==> src/rtl/rtch_pkg.sv <==
// ----------------------------------------------------------------------------
// rtch_pkg: shared types and constants of the closest-hit unit
// Widths of the exact intermediates, the term table that drives the shared
// multiply-accumulate unit, and the command struct between sequencer and MAC.
// ----------------------------------------------------------------------------
package rtch_pkg;

   // number formats
   localparam int FRAC_BITS = 16;
   localparam int ID_BITS   = 16;
   localparam int COORD_W   = 32;
   localparam int S_W       = COORD_W + 1;          // origin minus vertex0
   localparam int A_W       = S_W;                  // multiplier short operand
   localparam int B_W       = 2 * COORD_W + 2;      // cross product terms
   localparam int CH_W      = 17;                   // long operand digit
   localparam int N_CH      = (B_W + CH_W - 1) / CH_W;
   localparam int BX_W      = N_CH * CH_W;
   localparam int PROD_W    = A_W + CH_W + 1;
   localparam int ACC_W     = 104;
   localparam int DOT_W     = 100;                  // det, u, v, t numerators
   localparam int DEN_W     = 97;                   // |det|
   localparam int NUM_W     = 99;                   // folded numerator
   localparam int QUO_W     = FRAC_BITS + 2;        // quotient up to 2.0
   localparam int REM_W     = NUM_W + FRAC_BITS;
   localparam int EPS_W     = 40;
   localparam int RES_W     = 17;
   localparam int TERM_W    = 5;

   localparam logic [EPS_W-1:0]  EPS_RESET = 40'd2814749767;
   localparam logic [QUO_W-1:0]  ONE_Q     = QUO_W'(1 << FRAC_BITS);
   localparam logic [TERM_W-1:0] TERM_DET_END = 5'd8;
   localparam logic [TERM_W-1:0] TERM_LAST    = 5'd23;

   // request commands
   localparam logic CMD_RAY = 1'b0;
   localparam logic CMD_TRI = 1'b1;

   // operand sources and result destinations
   typedef enum logic [1:0] {A_DIR, A_E1, A_E2, A_S} a_src_type;
   typedef enum logic [1:0] {B_E1, B_E2, B_PERP, B_Q} b_src_type;
   typedef enum logic [3:0] {
      D_PERP0, D_PERP1, D_PERP2, D_DET, D_Q0, D_Q1, D_Q2, D_UN, D_VN, D_TN
   } dest_type;

   typedef struct packed {
      a_src_type  a_sel;
      logic [1:0] a_idx;
      b_src_type  b_sel;
      logic [1:0] b_idx;
      logic       neg;
      logic       clear;
      dest_type   dest;
   } term_type;

   typedef struct packed {
      logic go;
      logic clear;
      logic neg;
   } mac_cmd_type;

   function automatic term_type mk_term(a_src_type a_s, logic [1:0] a_i, b_src_type b_s,
                                        logic [1:0] b_i, logic ng, logic cl, dest_type ds);
      term_type t;
      t.a_sel = a_s;
      t.a_idx = a_i;
      t.b_sel = b_s;
      t.b_idx = b_i;
      t.neg   = ng;
      t.clear = cl;
      t.dest  = ds;
      return t;
   endfunction

   // one product per row: perp = dir x e2, det, q = s x e1, u, v, t
   function automatic term_type term_lookup(logic [TERM_W-1:0] idx);
      term_type r;
      unique case (idx)
         5'd0:  r = mk_term(A_DIR, 2'd1, B_E2,   2'd2, 1'b0, 1'b1, D_PERP0);
         5'd1:  r = mk_term(A_DIR, 2'd2, B_E2,   2'd1, 1'b1, 1'b0, D_PERP0);
         5'd2:  r = mk_term(A_DIR, 2'd2, B_E2,   2'd0, 1'b0, 1'b1, D_PERP1);
         5'd3:  r = mk_term(A_DIR, 2'd0, B_E2,   2'd2, 1'b1, 1'b0, D_PERP1);
         5'd4:  r = mk_term(A_DIR, 2'd0, B_E2,   2'd1, 1'b0, 1'b1, D_PERP2);
         5'd5:  r = mk_term(A_DIR, 2'd1, B_E2,   2'd0, 1'b1, 1'b0, D_PERP2);
         5'd6:  r = mk_term(A_E1,  2'd0, B_PERP, 2'd0, 1'b0, 1'b1, D_DET);
         5'd7:  r = mk_term(A_E1,  2'd1, B_PERP, 2'd1, 1'b0, 1'b0, D_DET);
         5'd8:  r = mk_term(A_E1,  2'd2, B_PERP, 2'd2, 1'b0, 1'b0, D_DET);
         5'd9:  r = mk_term(A_S,   2'd1, B_E1,   2'd2, 1'b0, 1'b1, D_Q0);
         5'd10: r = mk_term(A_S,   2'd2, B_E1,   2'd1, 1'b1, 1'b0, D_Q0);
         5'd11: r = mk_term(A_S,   2'd2, B_E1,   2'd0, 1'b0, 1'b1, D_Q1);
         5'd12: r = mk_term(A_S,   2'd0, B_E1,   2'd2, 1'b1, 1'b0, D_Q1);
         5'd13: r = mk_term(A_S,   2'd0, B_E1,   2'd1, 1'b0, 1'b1, D_Q2);
         5'd14: r = mk_term(A_S,   2'd1, B_E1,   2'd0, 1'b1, 1'b0, D_Q2);
         5'd15: r = mk_term(A_S,   2'd0, B_PERP, 2'd0, 1'b0, 1'b1, D_UN);
         5'd16: r = mk_term(A_S,   2'd1, B_PERP, 2'd1, 1'b0, 1'b0, D_UN);
         5'd17: r = mk_term(A_S,   2'd2, B_PERP, 2'd2, 1'b0, 1'b0, D_UN);
         5'd18: r = mk_term(A_DIR, 2'd0, B_Q,    2'd0, 1'b0, 1'b1, D_VN);
         5'd19: r = mk_term(A_DIR, 2'd1, B_Q,    2'd1, 1'b0, 1'b0, D_VN);
         5'd20: r = mk_term(A_DIR, 2'd2, B_Q,    2'd2, 1'b0, 1'b0, D_VN);
         5'd21: r = mk_term(A_E2,  2'd0, B_Q,    2'd0, 1'b0, 1'b1, D_TN);
         5'd22: r = mk_term(A_E2,  2'd1, B_Q,    2'd1, 1'b0, 1'b0, D_TN);
         5'd23: r = mk_term(A_E2,  2'd2, B_Q,    2'd2, 1'b0, 1'b0, D_TN);
         default: r = mk_term(A_DIR, 2'd0, B_E1, 2'd0, 1'b0, 1'b1, D_PERP0);
      endcase
      return r;
   endfunction

endpackage

==> src/rtl/rtch_mac.sv <==
// ----------------------------------------------------------------------------
// rtch_mac: shared digit-serial multiply-accumulate unit
// Multiplies a 33-bit signed operand by a 66-bit signed operand one 17-bit
// digit per cycle, with the product registered before it is accumulated.
// ----------------------------------------------------------------------------
module rtch_mac
   import rtch_pkg::*;
(
   input  logic                    clock,
   input  logic                    reset,
   input  mac_cmd_type             cmd,
   input  logic signed [A_W-1:0]   op_a,
   input  logic signed [B_W-1:0]   op_b,
   output logic                    done,
   output logic signed [ACC_W-1:0] acc
);

   localparam int CNT_W = $clog2(N_CH + 1);

   logic                    busy_ff;
   logic                    done_ff;
   logic [CNT_W-1:0]        cnt_ff;
   logic signed [A_W-1:0]   a_ff;
   logic signed [BX_W-1:0]  b_ff;
   logic                    neg_ff;
   logic signed [ACC_W-1:0] pp_ff;
   logic signed [ACC_W-1:0] acc_ff;

   logic signed [CH_W:0]    digit;
   logic signed [PROD_W-1:0] prod;
   logic signed [ACC_W-1:0] prod_sh;

   // top digit carries the sign, lower digits are unsigned
   always_comb begin
      if (cnt_ff == CNT_W'(N_CH - 1)) begin
         digit = b_ff[CH_W:0];
      end else begin
         digit = {1'b0, b_ff[CH_W-1:0]};
      end
      prod    = PROD_W'(a_ff * digit);
      prod_sh = ACC_W'(prod) <<< (CH_W * cnt_ff);
   end

   // digit sequencing and accumulation
   always_ff @(posedge clock) begin
      if (reset) begin
         busy_ff <= 1'b0;
         done_ff <= 1'b0;
         cnt_ff  <= '0;
      end else begin
         done_ff <= 1'b0;
         if (cmd.go) begin
            a_ff    <= op_a;
            b_ff    <= BX_W'(op_b);
            neg_ff  <= cmd.neg;
            cnt_ff  <= '0;
            busy_ff <= 1'b1;
            if (cmd.clear) begin
               acc_ff <= '0;
            end
         end else if (busy_ff) begin
            if (cnt_ff != '0) begin
               acc_ff <= neg_ff ? acc_ff - pp_ff : acc_ff + pp_ff;
            end
            if (cnt_ff == CNT_W'(N_CH)) begin
               busy_ff <= 1'b0;
               done_ff <= 1'b1;
            end else begin
               pp_ff  <= prod_sh;
               b_ff   <= b_ff >>> CH_W;
               cnt_ff <= cnt_ff + 1'b1;
            end
         end
      end
   end

   assign done = done_ff;
   assign acc  = acc_ff;

endmodule

==> config.mk <==
export PLATFORM = sky130hd
export DESIGN_NAME = rtch_mac
export DESIGN_NICKNAME = d
export VERILOG_FILES = /design/src/rtl/rtch_pkg.sv /design/src/rtl/rtch_mac.sv
export SDC_FILE = /design/constraint.sdc
export NUM_CORES = 2
export LEC_CHECK = 0
export BUFFER_PORTS_ARGS = -buffer_cell sky130_fd_sc_hd__buf_2
export CAP_MARGIN = 20
export CORE_MARGIN = 4
export CORE_UTILIZATION = 55
export CTS_CLUSTER_SIZE = 14
export DETAILED_ROUTE_END_ITERATION = 10
export PLACE_DENSITY = 0.78
export SLEW_MARGIN = 10
export SYNTH_ARGS = -nofsm -noshare
export SYNTH_HDL_FRONTEND = slang
export SYNTH_SLANG_ARGS = --single-unit
==> constraint.sdc <==
create_clock -name clock -period 22.5 [get_ports clock]
set_input_delay 3.375 -clock clock [delete_from_list [all_inputs] [get_ports clock]]
set_output_delay 3.375 -clock clock [all_outputs]
set_load 0.05 [all_outputs]
# Word-level counts from Yosys, hierarchy flattened
# Index checks and enable logic that the tools add are counted.
totals:
  latchBits: 0
  input_bits: 104
  reg_bits: 315
  ram_bits: 0
  romBits: 0
  out_inout_bits: 105
  memories: 0
op_classes:
  bitwise: 4
  n_div: 0
  n_mul: 2
  n_mux: 13
  order_cmp: 0
  n_eq_ne: 4
  reduce_logical: 10
  addsub: 3
  shift: 1
ops:
  columns: ["cell", "n"]
  rows:
  - ["two-way mux 104 bit", 5]
  - ["two-way mux 67 bit", 2]
  - ["adder 104 bit", 1]
  - ["<<< shifter 51 x 8 -> 104 bit", 1]
  - ["subtractor 104 bit", 1]
  - ["two-way mux 68 bit", 1]
  - ["multiplier 33 x 18 -> 51 bit", 1]
  - ["two-way mux 18 bit", 1]
  - ["multiplier 5 x 3 -> 8 bit (first input constant)", 1]
  - ["AND reduction 4 bit", 2]
  - ["two-way mux 1 bit", 4]
  - ["!= test 2 bit (second input constant)", 2]
  - ["NOT 1 bit", 4]
  - ["AND reduction 2 bit", 2]
  - ["nonzero test 2 bit", 2]
  - ["adder 3 x 1 -> 3 bit (second input constant)", 1]
  - ["== test 3 x 2 -> 1 bit (second input constant)", 1]
  - ["== test 3 bit (second input constant)", 1]
  - ["AND reduction 3 bit", 1]
  - ["nonzero test 3 bit", 1]
  - ["OR reduction 3 bit", 1]
  - ["OR reduction 2 bit", 1]

# Logic depth before layout (Yosys ltp)
depth:
  word_depth: 5
  depth_mapped: 32

# Worst setup path before layout
# OpenSTA, ideal clock, no wires.
synth_path:
  kind: "input-to-reg"
  start: "in cmd[2] (netlist name)"
  end: "reg pp_ff[0], enable pin"
  t_arrival_ps: 11064
  path_buffers: 3
  setup_ps: 694
  path_stages: 4
  slack_ps: 10742
  path_cell_list: "clkbuf_1 clkbuf_1 buf_1 nor3_1"
synth_via:
  elab_chain_cells: 2
synth_rtl:
  columns: ["element", "line", "text"]
  rows:
  - ["from (decl)", "rtch_mac.sv:11", "input mac_cmd_type cmd,"]
  - ["NOT 1 bit (no line)", null, null]
  - ["AND reduction 4 bit (no line)", null, null]
  - ["to (signal assigned)", "rtch_mac.sv:69", "pp_ff <= prod_sh;"]
  - ["to (decl)", "rtch_mac.sv:26", "logic signed [ACC_W-1:0] pp_ff;"]
# No other way between the ends.
# A chain may end at the register's enable or synchronous reset.

# Worst setup path after layout
layout_path:
  start: "reg cnt_ff[0]"
  end: "reg pp_ff[82], data pin"
layout_via:
  elab_chain_cells: 4
layout_rtl:
  columns: ["element", "line", "text"]
  rows:
  - ["from (decl)", "rtch_mac.sv:22", "logic [CNT_W-1:0] cnt_ff;"]
  - ["from (signal assigned)", "rtch_mac.sv:71", "cnt_ff <= cnt_ff + 1'b1;"]
  - ["== test 3 x 2 -> 1 bit", "rtch_mac.sv:35", "if (cnt_ff == CNT_W'(N_CH - 1)) begin"]
  - ["two-way mux 18 bit", "rtch_mac.sv:35", null]
  - ["multiplier 33 x 18 -> 51 bit", "rtch_mac.sv:40", "prod = PROD_W'(a_ff * digit);"]
  - ["<<< shifter 51 x 8 -> 104 bit *", "rtch_mac.sv:41", "prod_sh = ACC_W'(prod) <<< (CH_W * cnt_ff);"]
  - ["via prod_sh[82]", "rtch_mac.sv:31", "logic signed [ACC_W-1:0] prod_sh;"]
# Mark *: on every way through the listed nets, which the timed path passes. The rest lies on a longest branch.

==> key figures <==
Yosys
  • Post-synthesis xor/xnor area fraction: roughly 5.4%
  • Top-count cell post-synth: inv_1
  • Sequential area share after synthesis: 22.5%
  • Synth Register Bits: 314
  • Synth Area in Adders: 34.3%
  • Syn Std Cell Area: 0.0417 mm2
  • Mapped Avg Cell Area: 9.28 um2
  • Synth top area cells: fa_1, edfxtp_1, ha_1
  • Ys Warns: 0
  • Mux share of post-synthesis cell area: under 10%
  • Unique masters post-synth: 88
  • Post-synth top area share: 27.4%
  • Largest family of logic cells by synthesized area: adder cells
  • Synth Area in Simple Gates: 16.4%
  • Async SR Flop Fraction: 0%
  • Compound-gate portion of the synthesized area: between 10% and 20%
  • Main synth FF type: edfxtp_1
  • Post-synth top area cell: fa_1
  • EDFF count, synth: 309
  • Syn_nets: 5398
  • Mapped Cells: around 4500
  • Synth cell count leaders: inv_1, fa_1, nand2_1, nor2_1, and2_1

Run
  • Max cap viols: 0

Floorplanning
  • I/O pin total: 209
  • Initial Util: 55.7%
  • Die area: roughly 0.08 mm2
  • # rows: 100
  • Die extent in y: 283 um
  • Core area: 0.0748 mm2
  • Die width: 283 um

Clock tree
  • CTS tree: done
  • Postcts setup bufs: 0
  • Clock buffer depth: 3
  • Clock Root Buffer: clkbuf_16
  • CTS sink count: ~310
  • Hold_buf cts: 0
  • Total CTS buffers: 40
  • CTS clk-pin slew, worst paths: 0.06 ns
  • Clk_lat worst skew: roughly 0.6 ns
  • H-tree depth: 2
  • CTS resizes: 0

Routing
  • Drt total wl: 114000 um
  • Wl on met1: between 40000 and 50000 um
  • Metal2 WL: 54100 um
  • Routed len/inst: 20.5 um
  • DR pass1 iterations: 8
  • 1st-iter DRT viols: approximately 3000
  • Final ANT Viol Nets: 0
  • Via density: 5.87
  • Vias post-DR: between 30000 and 40000
  • Residual DRC: 0
  • Uppermost layer routed: met4
  • Met3 WL: approximately 9000 um

Worst setup path
  • Worst EP required: roughly 23 ns
  • Worst Setup SP: cnt_ff[0]
  • Top Family by Delay on Critical Path: adder cells
  • Crit path buffers/inverters: 3
  • R2R depth: 26
  • Kind of critical path: reg2reg
  • FF-to-FF setup slack: 13.58 ns
  • CP startpoint kind: flip-flop
  • Slowest cell on crit path: buf_4
  • Critical Path AT: 9.26 ns
  • CP peak stage delay: between 0.7 and 0.8 ns
  • Worst setup EP type: flip-flop
  • R2R Path End: pp_ff[82]
  • Most common cell on crit path: fa_1
  • CP Max Fanout: 97
  • Reg-to-Reg Start: cnt_ff[0]

Layout
  • Syn-to-layout area delta: 7.35%
  • Cell area after layout: 0.0447 mm2
  • Layout cells sized above 1: a little under a tenth
  • Diode count: 0
  • # nets final: 5465

Global routing
  • GRT Util Overall: 28.2%
  • Antenna violations before repair: 0
  • Gr ovfl total: 0
  • Vias in the first global route: between 30000 and 40000
  • First-pass GRT wire length: about 180000 um
  • Largest net degree at the start of global routing: 98

Timing
  • Setup Viol. Count Final: 0
  • Fin worst setup slack: 13.58 ns
  • Final Critical Period: 8.92 ns
  • Pin slew with the least headroom to its limit: between 1 and 1.5 ns
  • Maximum clock rate: 112 MHz
  • RSZ-0062 raised after global routing: false
  • Slew headroom: roughly 20%
  • Final Hold Fails: 0
  • Final setup TNS: 0 ns
  • Max-slew violations: 0
  • Worst clock skew: 0.0392 ns
  • Period utilisation layout: 39.7%

Min path
  • Worst Min Path Start: b_ff[52]
  • Worst hold path depth: 1
  • Worst hold path type: reg2reg
  • WHS Endpoint: b_ff[35]

Placement
  • Placed Area: between 0.04 and 0.05 mm2
  • Buffers on Ports: 208
  • DP Wirelength: around 90000 um
  • DP Worst Slack: approximately 14 ns
  • Gp weighted congestion: 0.969

Outcome
  • Outcome: finished, final reports clean
cell families (layout without fill, tap and decap cells):
| family | after synthesis | after routing |
|---|---|---|
| simple gates | 1422 | 1422 |
| buf+inv | 859 | 952 |
| fa+ha+maj | 800 | 800 |
| compound gates | 776 | 776 |
| flops | 314 | 314 |
| xor+xnor | 255 | 255 |
| mux | 68 | 68 |
worst reg2reg max path, cell delays in order, from the launching register on:
cell and delay (ns):
dfxtp_2 0.31, buf_4 0.77, ha_1 0.29, ha_1 0.14, nand2_1 0.05, buf_4 0.26, or2_2 0.40, fa_1 0.51
fa_1 0.46, fa_1 0.50, fa_1 0.52, fa_1 0.52, fa_1 0.56, inv_1 0.05, ha_1 0.36, a21o_1 0.20
a21o_1 0.17, a21oi_1 0.22, o21ai_0 0.16, a21boi_0 0.33, o31ai_4 0.16, a211oi_2 0.37, o31ai_4 0.15, xnor2_4 0.42
nor2_2 0.24, a2111oi_0 0.49, a21oi_1 0.07
through the flow:
stage,utilization [%],std cells,hold WS (ns)
after floorplan,-,4494,0.499
after global placement,58.0,5486,0.527
after detailed placement,58.0,5486,0.534
after CTS,59.8,5554,0.540
after global routing,59.8,5556,0.560
final,59.8,5556,0.545
cells in the final DEF, fill, tap and decap left out, types with 41 or more instances in the layout:
cell type / synthesis / routed
o21ai_0: 110 / 110
nand2_1: 476 / 476
xnor2_1: 201 / 201
a21o_1: 75 / 75
a211oi_1: 47 / 47
nor3_1: 53 / 52
nor2_1: 346 / 345
buf_2: 4 / 207
a21oi_1: 294 / 292
a31oi_1: 41 / 41
edfxtp_1: 309 / 309
mux2_2: 52 / 52
fa_1: 571 / 571
xor2_1: 53 / 53
inv_1: 635 / 635
ha_1: 229 / 229
and2_1: 335 / 335
cell type report:
class | instances | area [um2]
repair buffers | 248 | 1360
clock inverters | 22 | 285
fillers | 6366 | 30100
well taps | 969 | 1210
flip-flops and latches | 314 | 9380
inverters | 636 | 2390
clock buffers | 46 | 1020
multi-input cells | 3321 | 29100
worst max path at each step:
| stage | end | cells past startpoint |
|---|---|---|
| 2_1_floorplan | pp_ff[0] | 4 |
| 3_3_place_gp | pp_ff[82] | 26 |
| 3_5_place_dp | pp_ff[82] | 26 |
| 4_1_cts | pp_ff[82] | 26 |
| 5_1_grt | pp_ff[94] | 25 |
| 6_report | pp_ff[82] | 26 |
flip-flops by register name (all words and copies together), names as in the netlist:
register  count
a_ff         33
acc         104
b_ff         67
busy_ff       1
cnt_ff        3
done          1
neg_ff        1
pp_ff       104
layer usage:
metal	up-vias	GRT usage, %
li1	14900	-
met1	16000	37.1
met2	1459	47.1
met3	321	4.70
met4	0	10.8
met5	-	0
Power is left out: the tool's default activity adds up to more than one toggle a clock period on the data nets, which glitch-free logic cannot reach.
