===== config.mk =====
export PLATFORM = sky130hd
export DESIGN_NAME = rtch_div
export DESIGN_NICKNAME = d
export VERILOG_FILES = /design/src/rtl/rtch_pkg.sv /design/src/rtl/rtch_div.sv
export SDC_FILE = /design/constraint.sdc
export NUM_CORES = 1
export LEC_CHECK = 0
export BUFFER_PORTS_ARGS = -buffer_cell sky130_fd_sc_hd__buf_2
export CORE_MARGIN = 4
export CORE_UTILIZATION = 45
export DETAILED_ROUTE_END_ITERATION = 16
export PLACE_DENSITY = 0.76
export SETUP_SLACK_MARGIN = 0.5
export SLEW_MARGIN = 20
export SYNTH_ARGS = -nofsm -noshare
export SYNTH_HDL_FRONTEND = slang
export SYNTH_SLANG_ARGS = --single-unit

===== constraint.sdc =====
create_clock -name clock -period 10.6 [get_ports clock]
set_clock_uncertainty 0.2 [all_clocks]
set_input_delay 0 -clock clock [delete_from_list [all_inputs] [get_ports clock]]
set_output_delay 0 -clock clock [all_outputs]
set_load 0.03 [all_outputs]

===== src/rtl/rtch_pkg.sv =====
// ----------------------------------------------------------------------------
// rtch_pkg: shared types and constants of the closest-hit unit
// Widths of the exact intermediates, the term table that drives the shared
// multiply-accumulate unit, and the command struct between sequencer and MAC.
// ----------------------------------------------------------------------------
package rtch_pkg;

   // number formats
   localparam int FRAC_BITS = 16;
   localparam int ID_BITS   = 16;
   localparam int COORD_W   = 32;
   localparam int S_W       = COORD_W + 1;          // origin minus vertex0
   localparam int A_W       = S_W;                  // multiplier short operand
   localparam int B_W       = 2 * COORD_W + 2;      // cross product terms
   localparam int CH_W      = 17;                   // long operand digit
   localparam int N_CH      = (B_W + CH_W - 1) / CH_W;
   localparam int BX_W      = N_CH * CH_W;
   localparam int PROD_W    = A_W + CH_W + 1;
   localparam int ACC_W     = 104;
   localparam int DOT_W     = 100;                  // det, u, v, t numerators
   localparam int DEN_W     = 97;                   // |det|
   localparam int NUM_W     = 99;                   // folded numerator
   localparam int QUO_W     = FRAC_BITS + 2;        // quotient up to 2.0
   localparam int REM_W     = NUM_W + FRAC_BITS;
   localparam int EPS_W     = 40;
   localparam int RES_W     = 17;
   localparam int TERM_W    = 5;

   localparam logic [EPS_W-1:0]  EPS_RESET = 40'd2814749767;
   localparam logic [QUO_W-1:0]  ONE_Q     = QUO_W'(1 << FRAC_BITS);
   localparam logic [TERM_W-1:0] TERM_DET_END = 5'd8;
   localparam logic [TERM_W-1:0] TERM_LAST    = 5'd23;

   // request commands
   localparam logic CMD_RAY = 1'b0;
   localparam logic CMD_TRI = 1'b1;

   // operand sources and result destinations
   typedef enum logic [1:0] {A_DIR, A_E1, A_E2, A_S} a_src_type;
   typedef enum logic [1:0] {B_E1, B_E2, B_PERP, B_Q} b_src_type;
   typedef enum logic [3:0] {
      D_PERP0, D_PERP1, D_PERP2, D_DET, D_Q0, D_Q1, D_Q2, D_UN, D_VN, D_TN
   } dest_type;

   typedef struct packed {
      a_src_type  a_sel;
      logic [1:0] a_idx;
      b_src_type  b_sel;
      logic [1:0] b_idx;
      logic       neg;
      logic       clear;
      dest_type   dest;
   } term_type;

   typedef struct packed {
      logic go;
      logic clear;
      logic neg;
   } mac_cmd_type;

   function automatic term_type mk_term(a_src_type a_s, logic [1:0] a_i, b_src_type b_s,
                                        logic [1:0] b_i, logic ng, logic cl, dest_type ds);
      term_type t;
      t.a_sel = a_s;
      t.a_idx = a_i;
      t.b_sel = b_s;
      t.b_idx = b_i;
      t.neg   = ng;
      t.clear = cl;
      t.dest  = ds;
      return t;
   endfunction

   // one product per row: perp = dir x e2, det, q = s x e1, u, v, t
   function automatic term_type term_lookup(logic [TERM_W-1:0] idx);
      term_type r;
      unique case (idx)
         5'd0:  r = mk_term(A_DIR, 2'd1, B_E2,   2'd2, 1'b0, 1'b1, D_PERP0);
         5'd1:  r = mk_term(A_DIR, 2'd2, B_E2,   2'd1, 1'b1, 1'b0, D_PERP0);
         5'd2:  r = mk_term(A_DIR, 2'd2, B_E2,   2'd0, 1'b0, 1'b1, D_PERP1);
         5'd3:  r = mk_term(A_DIR, 2'd0, B_E2,   2'd2, 1'b1, 1'b0, D_PERP1);
         5'd4:  r = mk_term(A_DIR, 2'd0, B_E2,   2'd1, 1'b0, 1'b1, D_PERP2);
         5'd5:  r = mk_term(A_DIR, 2'd1, B_E2,   2'd0, 1'b1, 1'b0, D_PERP2);
         5'd6:  r = mk_term(A_E1,  2'd0, B_PERP, 2'd0, 1'b0, 1'b1, D_DET);
         5'd7:  r = mk_term(A_E1,  2'd1, B_PERP, 2'd1, 1'b0, 1'b0, D_DET);
         5'd8:  r = mk_term(A_E1,  2'd2, B_PERP, 2'd2, 1'b0, 1'b0, D_DET);
         5'd9:  r = mk_term(A_S,   2'd1, B_E1,   2'd2, 1'b0, 1'b1, D_Q0);
         5'd10: r = mk_term(A_S,   2'd2, B_E1,   2'd1, 1'b1, 1'b0, D_Q0);
         5'd11: r = mk_term(A_S,   2'd2, B_E1,   2'd0, 1'b0, 1'b1, D_Q1);
         5'd12: r = mk_term(A_S,   2'd0, B_E1,   2'd2, 1'b1, 1'b0, D_Q1);
         5'd13: r = mk_term(A_S,   2'd0, B_E1,   2'd1, 1'b0, 1'b1, D_Q2);
         5'd14: r = mk_term(A_S,   2'd1, B_E1,   2'd0, 1'b1, 1'b0, D_Q2);
         5'd15: r = mk_term(A_S,   2'd0, B_PERP, 2'd0, 1'b0, 1'b1, D_UN);
         5'd16: r = mk_term(A_S,   2'd1, B_PERP, 2'd1, 1'b0, 1'b0, D_UN);
         5'd17: r = mk_term(A_S,   2'd2, B_PERP, 2'd2, 1'b0, 1'b0, D_UN);
         5'd18: r = mk_term(A_DIR, 2'd0, B_Q,    2'd0, 1'b0, 1'b1, D_VN);
         5'd19: r = mk_term(A_DIR, 2'd1, B_Q,    2'd1, 1'b0, 1'b0, D_VN);
         5'd20: r = mk_term(A_DIR, 2'd2, B_Q,    2'd2, 1'b0, 1'b0, D_VN);
         5'd21: r = mk_term(A_E2,  2'd0, B_Q,    2'd0, 1'b0, 1'b1, D_TN);
         5'd22: r = mk_term(A_E2,  2'd1, B_Q,    2'd1, 1'b0, 1'b0, D_TN);
         5'd23: r = mk_term(A_E2,  2'd2, B_Q,    2'd2, 1'b0, 1'b0, D_TN);
         default: r = mk_term(A_DIR, 2'd0, B_E1, 2'd0, 1'b0, 1'b1, D_PERP0);
      endcase
      return r;
   endfunction

endpackage


===== src/rtl/rtch_div.sv =====
// ----------------------------------------------------------------------------
// rtch_div: restoring divider, one quotient bit per cycle
// Computes floor(num * 2^FRAC_BITS / den) for num no larger than twice den.
// ----------------------------------------------------------------------------
module rtch_div
   import rtch_pkg::*;
(
   input  logic             clock,
   input  logic             reset,
   input  logic             go,
   input  logic [NUM_W-1:0] num,
   input  logic [DEN_W-1:0] den,
   output logic             done,
   output logic [QUO_W-1:0] quo
);

   localparam int CNT_W = $clog2(QUO_W);

   logic             busy_ff;
   logic             done_ff;
   logic [CNT_W-1:0] cnt_ff;
   logic [REM_W-1:0] rem_ff;
   logic [REM_W-1:0] dsh_ff;
   logic [QUO_W-1:0] quo_ff;
   logic             fits;

   assign fits = (rem_ff >= dsh_ff);

   // shift-subtract iteration
   always_ff @(posedge clock) begin
      if (reset) begin
         busy_ff <= 1'b0;
         done_ff <= 1'b0;
         cnt_ff  <= '0;
      end else begin
         done_ff <= 1'b0;
         if (go) begin
            rem_ff  <= REM_W'(num) << FRAC_BITS;
            dsh_ff  <= REM_W'(den) << (FRAC_BITS + 1);
            quo_ff  <= '0;
            cnt_ff  <= CNT_W'(QUO_W - 1);
            busy_ff <= 1'b1;
         end else if (busy_ff) begin
            if (fits) begin
               rem_ff <= rem_ff - dsh_ff;
            end
            quo_ff <= {quo_ff[QUO_W-2:0], fits};
            dsh_ff <= dsh_ff >> 1;
            if (cnt_ff == '0) begin
               busy_ff <= 1'b0;
               done_ff <= 1'b1;
            end else begin
               cnt_ff <= cnt_ff - 1'b1;
            end
         end
      end
   end

   assign done = done_ff;
   assign quo  = quo_ff;

endmodule


* Yosys cells after proc, flatten, opt, wreduce, memory -nomap -nowiden
Cells that the tools add are included. Widths: inputs -> output; s select.
Word-level totals: bits in registers 254, input bits 199, output and inout bits 19, word-level logic and storage cells 38
Operators by class: add/subtract/negate cells 2, order comparisons 1, equal/unequal tests 1, muxes and demuxes 13, bitwise logic cells 3, reduce and logical (&&, ||, !) cells 9
Operators by type and width (count):
- $mux 115 | 3
- $mux 114 | 2
- $ge 115x114->1 | 1
- $sub 115x114->115 | 1
- $mux 18 | 1
- $mux 5 | 3
- $reduce_and 2->1 | 3
- $logic_not 5->1 | 1
- $sub 5x1->5 const B | 1
- $mux 1 | 4
- $reduce_bool 2->1 | 2
- $not 1->1 | 3
- $reduce_and 3->1 | 1
- $reduce_or 3->1 | 1
- $ne 2x2->1 const B | 1
- $reduce_or 2->1 | 1

* Logic depth before layout (Yosys ltp)
Gate-level depths: netlist of the first run.
depth after elaboration 4, mapped depth 13, depth with buffers taken out 13

* Worst setup path after synthesis of the first run
No wires, ideal clock.
path kind in2reg, start input port go, end register rem_ff[0], enable pin, library setup time 0.483 ns, data arrival time 9.661 ns, data required time 9.917 ns, setup slack 0.256 ns, cell stages on the path 7, buffers on the path 4, cell sequence clkbuf_1 clkbuf_1 buf_1 clkbuf_1 nor2_1 nor2_1 o21a_1
On the way: longest elaborated chain between the ends 2, elaborated cells on any way between the ends 3, classes of those cells reduce/logical: 3
RTL lines:
- from (decl) | line rtch_div.sv:10 | input logic go,
- $reduce_bool 2->1 (no source line)
- $reduce_and 3->1 (no source line) *
- to (signal assigned) | line rtch_div.sv:38 | rem_ff <= REM_W'(num) << FRAC_BITS;
- to (signal assigned) | line rtch_div.sv:45 | rem_ff <= rem_ff - dsh_ff;
- to (decl) | line rtch_div.sv:22 | logic [REM_W-1:0] rem_ff;
Every way passes the cells marked *; elsewhere a longest branch is shown, timed or not. A chain may end at the register's enable or synchronous reset.

* Final worst setup path of the first run
start register rem_ff[3], end register rem_ff[33], enable pin
On the way: longest elaborated chain between the ends 3
RTL lines:
- $ge 115x114->1 | line rtch_div.sv:27 | assign fits = (rem_ff >= dsh_ff);
- $reduce_bool 2->1 (no source line)
- $reduce_and 3->1 (no source line)
Every way passes these cells.

==> results of run 1 <==
-- final cells by class --
| cell class | count | area (µm²) |
|---|---|---|
| timing repair buffer | 452 | 3450 |
| clock inverter | 20 | 169 |
| clock buffer | 34 | 787 |
| antenna | 2 | 5.00 |
| inverter | 159 | 597 |
| tap | 532 | 666 |
| multi-input combinational | 1636 | 9830 |
| sequential | 254 | 7560 |
| fill | 3485 | 17800 |
-- what timing repair did --
item | in CTS | in global routing
gates resized for setup | 0 | 0
endpoints found under the hold margin | 215 | 0
hold buffers | 225 | 0
-- state kept, by name, summed over array words and instances (netlist names) --
name	cells
done	1
rem_ff	115
cnt_ff	5
dsh_ff	114
quo	18
busy_ff	1
-- worst reg2reg max path, stage by stage, from the launching register on --
cell and delay, ps:
edfxtp_1 390, ha_1 400, nand3_1 110, o21bai_4 200, a211oi_1 380, o21ai_1 200
a211o_1 370, a311o_1 410, nand3_1 160, and2_1 270, a211o_1 190, o21a_4 530
buf_4 470, buf_16 350
-- layer usage --
metal,share of wire,global-route usage
met1,0.42,0.348
met2,0.46,0.426
met5,0,0
met4,0.045,0.112
met3,0.070,0.0368
-- cell usage after synthesis, types with 4 or more instances --
cell type	n
a211oi_1	15
a21boi_0	6
a21o_1	43
a21oi_1	189
a221o_1	4
a221oi_1	5
a311oi_1	15
a31oi_1	12
and2_1	10
and3_1	10
and4_1	7
buf_1	9
buf_2	10
buf_4	5
buf_6	12
clkbuf_1	82
dfxtp_1	7
edfxtp_1	247
ha_1	115
inv_1	159
mux2i_1	7
nand2_1	318
nand2b_1	11
nand3_1	32
nand4_1	60
nor2_1	174
nor2b_1	26
nor3_1	38
nor4_1	14
o211ai_1	7
o21a_1	15
o21ai_0	232
o21ai_1	49
o21bai_1	41
o221ai_1	5
o22ai_1	5
o31ai_1	14
or3_1	4
xnor2_1	56
xor2_1	31
-- path summary, 6_finish.rpt --
check,startpoint,end,slack (ps),depth (start not counted)
worst max-delay path,rem_ff[3],rem_ff[33],5580,13
worst min-delay path,den[43],dsh_ff[60],50,4
worst min register to register,cnt_ff[4],done,270,1
worst max register to register,rem_ff[3],rem_ff[33],5580,13
-- cells by family after synthesis --
group           after synthesis
simple gates                726
compound gates              697
buf+inv                     278
flops                       254
fa+ha+maj                   116
xor+xnor                     87
mux                          10
-- metrics by stage --
stage | setup WS, ps | std cells | hold WS (ps)
6_report | 5580 | 3089 | 47.3
5_1_grt | 5320 | 3089 | 66.9
4_1_cts | 5390 | 3086 | 12.0
3_5_place_dp | 5470 | 2807 | 81.6
3_3_place_gp | 5640 | 2807 | 77.0
2_1_floorplan | 2490 | 2168 | -10.4
-- where the power goes --
group	internal (mW)	switching (mW)	total, mW
Sequential	1.22	0.0280	1.25
Combinational	0.433	0.703	1.14
Clock	0.581	0.439	1.02
==> results.tsv, run 1 <==
stage	metric	value	unit
layout	final instance area	23100	µm²
yosys	syn_nets	2483	
cts	clock-pin slew on the worst setup and hold paths	60	ps
critical_path	CP Data Arrival Time	5060	ps
critical_path	Crit. End Element	register	
cts	deepest clock path buffer count	3	
cts	H-tree levels	1	
yosys	Synth Area in XOR/XNOR	0.0411	
critical_path	WP data required	10640	ps
die	die height	211	µm
yosys	Mean Syn Cell Area	8.55	µm²
job	max-cap viol count	0	
cts	worst skew pair latency	580	ps
sta	RSZ-0062 raised after global routing	no	
layout	area grow syn2layout	24.3	%
yosys	Post-synth EDFFs	247	
place	dpl hpwl	41500	µm
global_routing	largest net degree at the start of global routing	122	
yosys	Yosys cell types	83	
die	die footprint	44500	µm²
sta	Final Slew Violations	0	
routing	DRC errors left	0	
global_routing	grt ovf	0	
cts	Clock Root Buffer	clkbuf_16	
routing	Routed WL per cell	19.7	µm
routing	TritonRoute pass-1 iters	6	
yosys	synth warn	0	
cts	clock sinks	254	
sta	Worst Tran Pin Value	1010	ps
place	# port buffers	217	
routing	DR iter-0 viols	1868	
critical_path	Worst Setup Start Kind	register	
critical_path	kind of critical path	reg2reg	
yosys	Mapped Cells	2168	
global_routing	initial antenna violation count	2	
critical_path	Slowest-stage cell, CP	o21a_4	
yosys	Yosys reg bits	254	
place	Placed Area	19800	µm²
layout	nets	2848	
yosys	mux cell area share after synthesis	0.00560	
global_routing	vias in the first global route	17900	
die	Chip Width	211	µm
sta	final setup fails	0	
cts	CTS tree	built	
layout	Core Util, Final	0.565	
cts	Setup Buffers After CTS	0	
critical_path	critical path cell sequence	ha_1 > nand3_1 > o21bai_4 > a211oi_1 > o21ai_1 > a211o_1 > a311o_1 > nand3_1 > and2_1 > a211o_1 > o21a_4 > buf_4 > buf_16	
routing	routed via count	18100	
run_status	status	finished clean	
yosys	area leader, netlist	edfxtp_1	
routing	via/cell ratio	5.85	
yosys	largest family of logic cells by synthesized area	compound AO/OA/AOI/OAI gates	
yosys	area share of fa/ha/maj cells after synthesis	0.0787	
sta	Max-slew headroom	0.330	
critical_path	Worst Path Buf+Inv	2	
yosys	Post-Syn Area	18500	µm²
global_routing	Tot GR Track Use	0.261	
pwr	Power Dens Cells	148	nW/µm²
routing	final wirelength	60800	µm
critical_path	critical path fanouts, max	54	
sta	Max Fclk	199	MHz
pwr	Design Power	3.41	mW
sta	post-layout min period	5020	ps
critical_path	CP max stage delay	530	ps
yosys	asr flop ratio synth	0	
pwr	Leakage	9.34	nW
sta	post-route setup TNS	0	ps
global_routing	first-pass GRT wire length	93800	µm
die	IO Count	218	
pwr	VDD IR max	126	µV
sta	final worst-path cycle share	0.473	
layout	layout cell share with drive strength beyond 1	0.117	
critical_path	delay-heaviest family, CP	compound AO/OA/AOI/OAI gates	
sta	Final Hold Fails	0	
place	GPL Wtd Cong	0.950	
yosys	Synth Area in Compound Gates	0.226	
yosys	ranking of synthesized cells by area	edfxtp_1 40%, ha_1 7.8%, nand2_1 6.4%, o21ai_0 6.3%, a21oi_1 5.1%	
layout	most frequent cells in the layout	318 x nand2_1, 247 x edfxtp_1, 232 x o21ai_0, 225 x dlygate4sd3_1, 216 x buf_2	
die	core area	40800	µm²
yosys	Synth top area share	0.400	
die	row cnt	74	
yosys	post-synthesis simple-gate area fraction	0.178	
yosys	Main synth FF type	edfxtp_1	
layout	most common cell after layout, fill and taps aside	nand2_1	
yosys	post-synthesis sequential area ratio	0.408	
die	starting density of the core	0.454	
routing	Routed Antenna Nets	0	
cts	CTS buffer count	30	
min_path	Hold Crit Class	in2reg	
No activity file was read; power rests on OpenSTA's default activity.
==> run 2, diff against run 1 <==
PLACE_DENSITY = 0.73   (was 0.76)
clock period = 4.85 ns   (was 10.6 ns; I/O delays follow)
==> results.tsv, run 2 (same netlist as run 1, synthesis figures left out) <==
stage	metric	value	unit
sta	post-route setup TNS	0	ps
sta	final worst-path cycle share	0.883	
die	Chip Width	211	µm
layout	Non-Filler Instances	3131	
place	# port buffers	217	
sta	Max Fclk	234	MHz
run_status	status	finished clean	
routing	Routed WL per cell	18.7	µm
critical_path	Crit. End Element	register	
routing	routed via count	18100	
routing	DR iter-0 viols	1922	
place	Placed Area	19900	µm²
layout	layout cell share with drive strength beyond 1	0.128	
pwr	Power Dens Cells	324	nW/µm²
die	starting density of the core	0.454	
sta	Max-slew headroom	0.416	
critical_path	Top cell by count, worst path	a21boi_1	
critical_path	Worst Path Buf+Inv	1	
cts	clock sinks	254	
critical_path	Slowest-stage cell, CP	dlygate4sd3_1	
die	die footprint	44500	µm²
global_routing	initial antenna violation count	0	
critical_path	worst r2r src	rem_ff[18]	
cts	worst skew pair latency	590	ps
critical_path	kind of critical path	reg2reg	
global_routing	first-pass GRT wire length	91100	µm
pwr	VDD IR max	251	µV
sta	Final Hold Fails	0	
routing	via/cell ratio	5.78	
critical_path	R2R Setup Slk	570	ps
layout	Largest register FFs	115	
sta	RSZ-0062 raised after global routing	yes	
cts	CTS tree	built	
critical_path	critical path fanouts, max	10	
die	core area	40800	µm²
place	dpl hpwl	40600	µm
job	max-cap viol count	0	
sta	Final Slew Violations	0	
routing	final wirelength	58700	µm
critical_path	critical path cell sequence	ha_1 > a21o_1 > a21boi_1 > a2bb2oi_1 > o2bb2ai_1 > a211oi_2 > o2111ai_1 > nand2_1 > a21boi_1 > xor2_1 > o21ai_1 > dlygate4sd3_1	
critical_path	CP max stage delay	570	ps
global_routing	vias in the first global route	17800	
routing	Routed Antenna Nets	0	
critical_path	CP Data Arrival Time	4400	ps
global_routing	Tot GR Track Use	0.250	
cts	CTS buffer count	30	
min_path	HP Start	den[22]	
sta	PnR worst setup slack	568	ps
global_routing	grt ovf	0	
sta	Worst Tran Pin Value	875	ps
cts	H-tree levels	1	
critical_path	delay-heaviest family, CP	compound AO/OA/AOI/OAI gates	
routing	TritonRoute pass-1 iters	8	
place	Cell Count Post-Placement	2812	
layout	Largest Register	rem_ff	
place	GPL Wtd Cong	0.989	
cts	clock-pin slew on the worst setup and hold paths	60	ps
layout	area of the multi-input gates	9970	µm²
layout	area grow syn2layout	27.7	%
layout	Layout fillers	3475	
sta	post-layout min period	4280	ps
layout	final instance area	23700	µm²
layout	most frequent cells in the layout	318 x nand2_1, 257 x dlygate4sd3_1, 247 x edfxtp_1, 231 x o21ai_0, 216 x buf_2	
die	die height	211	µm
min_path	Hold Crit Class	in2reg	
layout	nets	2888	
critical_path	WP data required	4970	ps
routing	DRC errors left	0	
global_routing	largest net degree at the start of global routing	133	
layout	Reg area	7560	µm²
critical_path	Worst Setup SP	rem_ff[18]	
cts	deepest clock path buffer count	3	
pwr	Leakage	9.55	nW
die	row cnt	74	
cts	Clock Root Buffer	clkbuf_16	
layout	most common cell after layout, fill and taps aside	nand2_1	
critical_path	Worst Setup Start Kind	register	
die	IO Count	218	
place	Setup WS pre-CTS	461	ps
sta	final setup fails	0	
## run 2: cell types whose count changed in the layout (fill, tap and decap cells not counted), moves of 3 or more
cell,before,now
ha_4,0,4
ha_1,115,103
ha_2,0,8
buf_4,8,13
clkbuf_1,3,10
dlygate4sd3_1,225,257
clkbuf_8,0,3
clkinv_1,6,2
## run 2: what timing repair did
item / 4_1_cts / 5_1_grt
pin swaps: 0 / 3
endpoints found under the hold margin: 253 / 0
hold buffers: 257 / 0
endpoints found under the setup margin: 53 / 112
resized for setup: 0 / 30
setup buffers: 0 / 2
gates cloned: 1 / 1
## run 2: layout make-up
cell class                      count  share of cell area
Sequential cell                   254               0.319
Inverter                          159              0.0252
Tap cell                          532              0.0281
Clock buffer                       44              0.0361
Antenna cell                        2            0.000211
Timing Repair Buffer              491               0.163
Clock inverter                     12             0.00692
Multi-Input combinational cell   1637               0.421
## run 2: path summary, 6_finish.rpt
path / end / cells past startpoint
max: rem_ff[93] / 12
min: dsh_ff[39] / 4
max reg2reg: rem_ff[93] / 12
min reg2reg: done / 1
## run 2: power by group
| group | switching, mW | total [mW] | internal, mW |
|---|---|---|---|
| sequential | 0.0600 | 2.73 | 2.67 |
| combinational | 1.54 | 2.56 | 1.02 |
| clock | 0.956 | 2.38 | 1.43 |
| total | 2.55 | 7.68 | 5.12 |
## run 2: metrics by stage
step | utilization | hold slack, ps | total power, mW
2_1_floorplan | - | -10.4 | 4.43
5_1_grt | 0.580 | 46.5 | 8.06
4_1_cts | 0.575 | 5.23 | 7.61
3_5_place_dp | 0.487 | 82.4 | 5.01
6_report | 0.580 | 36.5 | 7.68
3_3_place_gp | 0.487 | 76.3 | 4.96
## run 2: layer usage
metal,wire [µm],vias up,part of all wire,track usage
li1,-,8671,-,-
met1,25300,8488,0.43,0.342
met2,27100,795,0.46,0.410
met3,4290,146,0.073,0.0331
met4,2040,0,0.035,0.0872
met5,0,-,0,0
## run 2: worst reg2reg max path, stage by stage, from the launching register on
cell and delay, ps:
edfxtp_1 370, ha_1 460, a21o_1 230, a21boi_1 350, a2bb2oi_1 250, o2bb2ai_1 270
a211oi_2 170, o2111ai_1 490, nand2_1 220, a21boi_1 210, xor2_1 160, o21ai_1 70
dlygate4sd3_1 570
==> run 3, diff against run 2 <==
CTS_BUF_LIST = sky130_fd_sc_hd__clkbuf_16   (was not set)
==> results.tsv, run 3 (same netlist as run 1, synthesis figures left out) <==
stage	metric	value	unit
run_status	status	finished clean	
place	Setup WS pre-CTS	461	ps
routing	routed via count	18100	
cts	CTS buffer count	30	
cts	Clock Root Buffer	clkbuf_16	
job	max-cap viol count	0	
sta	Worst Tran Pin Value	876	ps
sta	Final Hold Fails	0	
die	IO Count	218	
cts	H-tree levels	1	
cts	clock-pin slew on the worst setup and hold paths	60	ps
place	Cell Count Post-Placement	2812	
pwr	VDD IR max	247	µV
pwr	Design Power	7.60	mW
global_routing	Tot GR Track Use	0.250	
sta	final worst-path cycle share	0.886	
place	dpl hpwl	40600	µm
cts	CTS tree	built	
min_path	HP Start	num[20]	
critical_path	Worst Setup Start Kind	register	
critical_path	Crit. End Element	register	
routing	DR iter-0 viols	1926	
routing	Routed WL per cell	18.7	µm
cts	deepest clock path buffer count	3	
pwr	Power Dens Cells	322	nW/µm²
layout	Largest register FFs	115	
sta	final setup fails	0	
sta	Max-slew headroom	0.416	
routing	DRC errors left	0	
die	core area	40800	µm²
critical_path	r2r endpoint	rem_ff[93]	
global_routing	grt ovf	0	
critical_path	CP Data Arrival Time	4420	ps
place	GPL Wtd Cong	0.989	
layout	layout cell share with drive strength beyond 1	0.125	
critical_path	R2R depth	12	
critical_path	critical path fanouts, max	10	
die	row cnt	74	
global_routing	first-pass GRT wire length	91200	µm
min_path	Hold Crit Class	in2reg	
cts	clock sinks	254	
global_routing	initial antenna violation count	0	
pwr	Leakage	9.56	nW
sta	PnR worst setup slack	553	ps
sta	Max Fclk	233	MHz
routing	TritonRoute pass-1 iters	6	
cts	worst skew pair latency	590	ps
routing	via/cell ratio	5.79	
routing	final wirelength	58600	µm
critical_path	kind of critical path	reg2reg	
layout	most frequent cells in the layout	318 x nand2_1, 257 x dlygate4sd3_1, 247 x edfxtp_1, 231 x o21ai_0, 216 x buf_2	
layout	area grow syn2layout	27.3	%
die	starting density of the core	0.454	
critical_path	worst r2r src	rem_ff[18]	
layout	Non-Filler Instances	3129	
min_path	Hold Path Depth	4	
global_routing	largest net degree at the start of global routing	133	
routing	Routed Antenna Nets	0	
place	# port buffers	217	
critical_path	WP data required	4970	ps
sta	Final Slew Violations	0	
global_routing	vias in the first global route	17800	
die	die footprint	44500	µm²
layout	nets	2886	
layout	Largest Register	rem_ff	
sta	post-layout min period	4300	ps
min_path	sink of the worst hold path	rem_ff[36]	
critical_path	R2R Setup Slk	550	ps
layout	most common cell after layout, fill and taps aside	nand2_1	
die	Chip Width	211	µm
sta	RSZ-0062 raised after global routing	yes	
die	die height	211	µm
==> run 3: final cells by class <==
cell class	count	area, µm²
inverter	159	597
timing repair buffer	489	3830
tap	532	666
clock buffer	31	776
multi-input combinational	1637	9960
antenna	2	5.00
sequential	254	7560
fill	3479	17200
clock inverter	25	213
==> run 3: repair_timing <==
action                                  4_1_cts  5_1_grt
setup buffers                                 0        1
pin swaps                                     0        3
hold buffers                                257        0
gates cloned                                  1        0
endpoints found under the setup margin       53      112
hold endpoints to repair                    253        0
resized for setup                             0       28
==> run 3: power by group <==
group          leakage [nW]  total (mW)  switching [mW]  internal (mW)
Sequential             2.43        2.73          0.0595           2.67
Clock                 0.518        2.32           0.962           1.36
Combinational          6.61        2.55            1.53           1.02
Total                  9.56        7.60            2.56           5.05
==> run 3: stage by stage <==
step | utilization | hold slack (ps) | cell area (µm²) | setup TNS (ps)
floorplan | - | -10.4 | 18600 | -129750
global placement | 0.487 | 76.3 | 19900 | 0
detailed placement | 0.487 | 82.4 | 19900 | 0
CTS | 0.575 | 5.23 | 23500 | 0
global route | 0.578 | 45.3 | 23600 | 0
finish | 0.578 | 36.2 | 23600 | 0
==> run 3: worst max path at each step <==
| stage | startpoint | end | slack (ps) | cells after the start |
|---|---|---|---|---|
| final | rem_ff[18] | rem_ff[93] | 550 | 12 |
| after global routing | rem_ff[22] | rem_ff[34] | 440 | 11 |
| after CTS | rem_ff[3] | rem_ff[54] | 550 | 12 |
| after detailed placement | rem_ff[3] | rem_ff[48] | 460 | 12 |
| after global placement | rem_ff[3] | rem_ff[46] | 660 | 12 |
| after floorplan | go | rem_ff[0] | -1130 | 7 |
==> run 3: layer usage <==
metal,routed length (µm),up-vias,GRT usage,part of all wire
met2,27200,824,0.411,0.46
met4,1990,0,0.0852,0.034
met5,0,-,0,0
li1,-,8640,-,-
met3,4450,151,0.0331,0.076
met1,25000,8501,0.342,0.43
==> run 3: worst max-delay path, stage by stage, from the launching register on <==
cell and delay, ps:
edfxtp_1 370, ha_1 460, a21o_1 230, a21boi_1 360, a2bb2oi_1 270, o2bb2ai_1 250
a211oi_2 160, o2111ai_1 510, nand2_1 220, a21boi_1 210, xor2_1 160, o21ai_1 70
dlygate4sd3_1 580
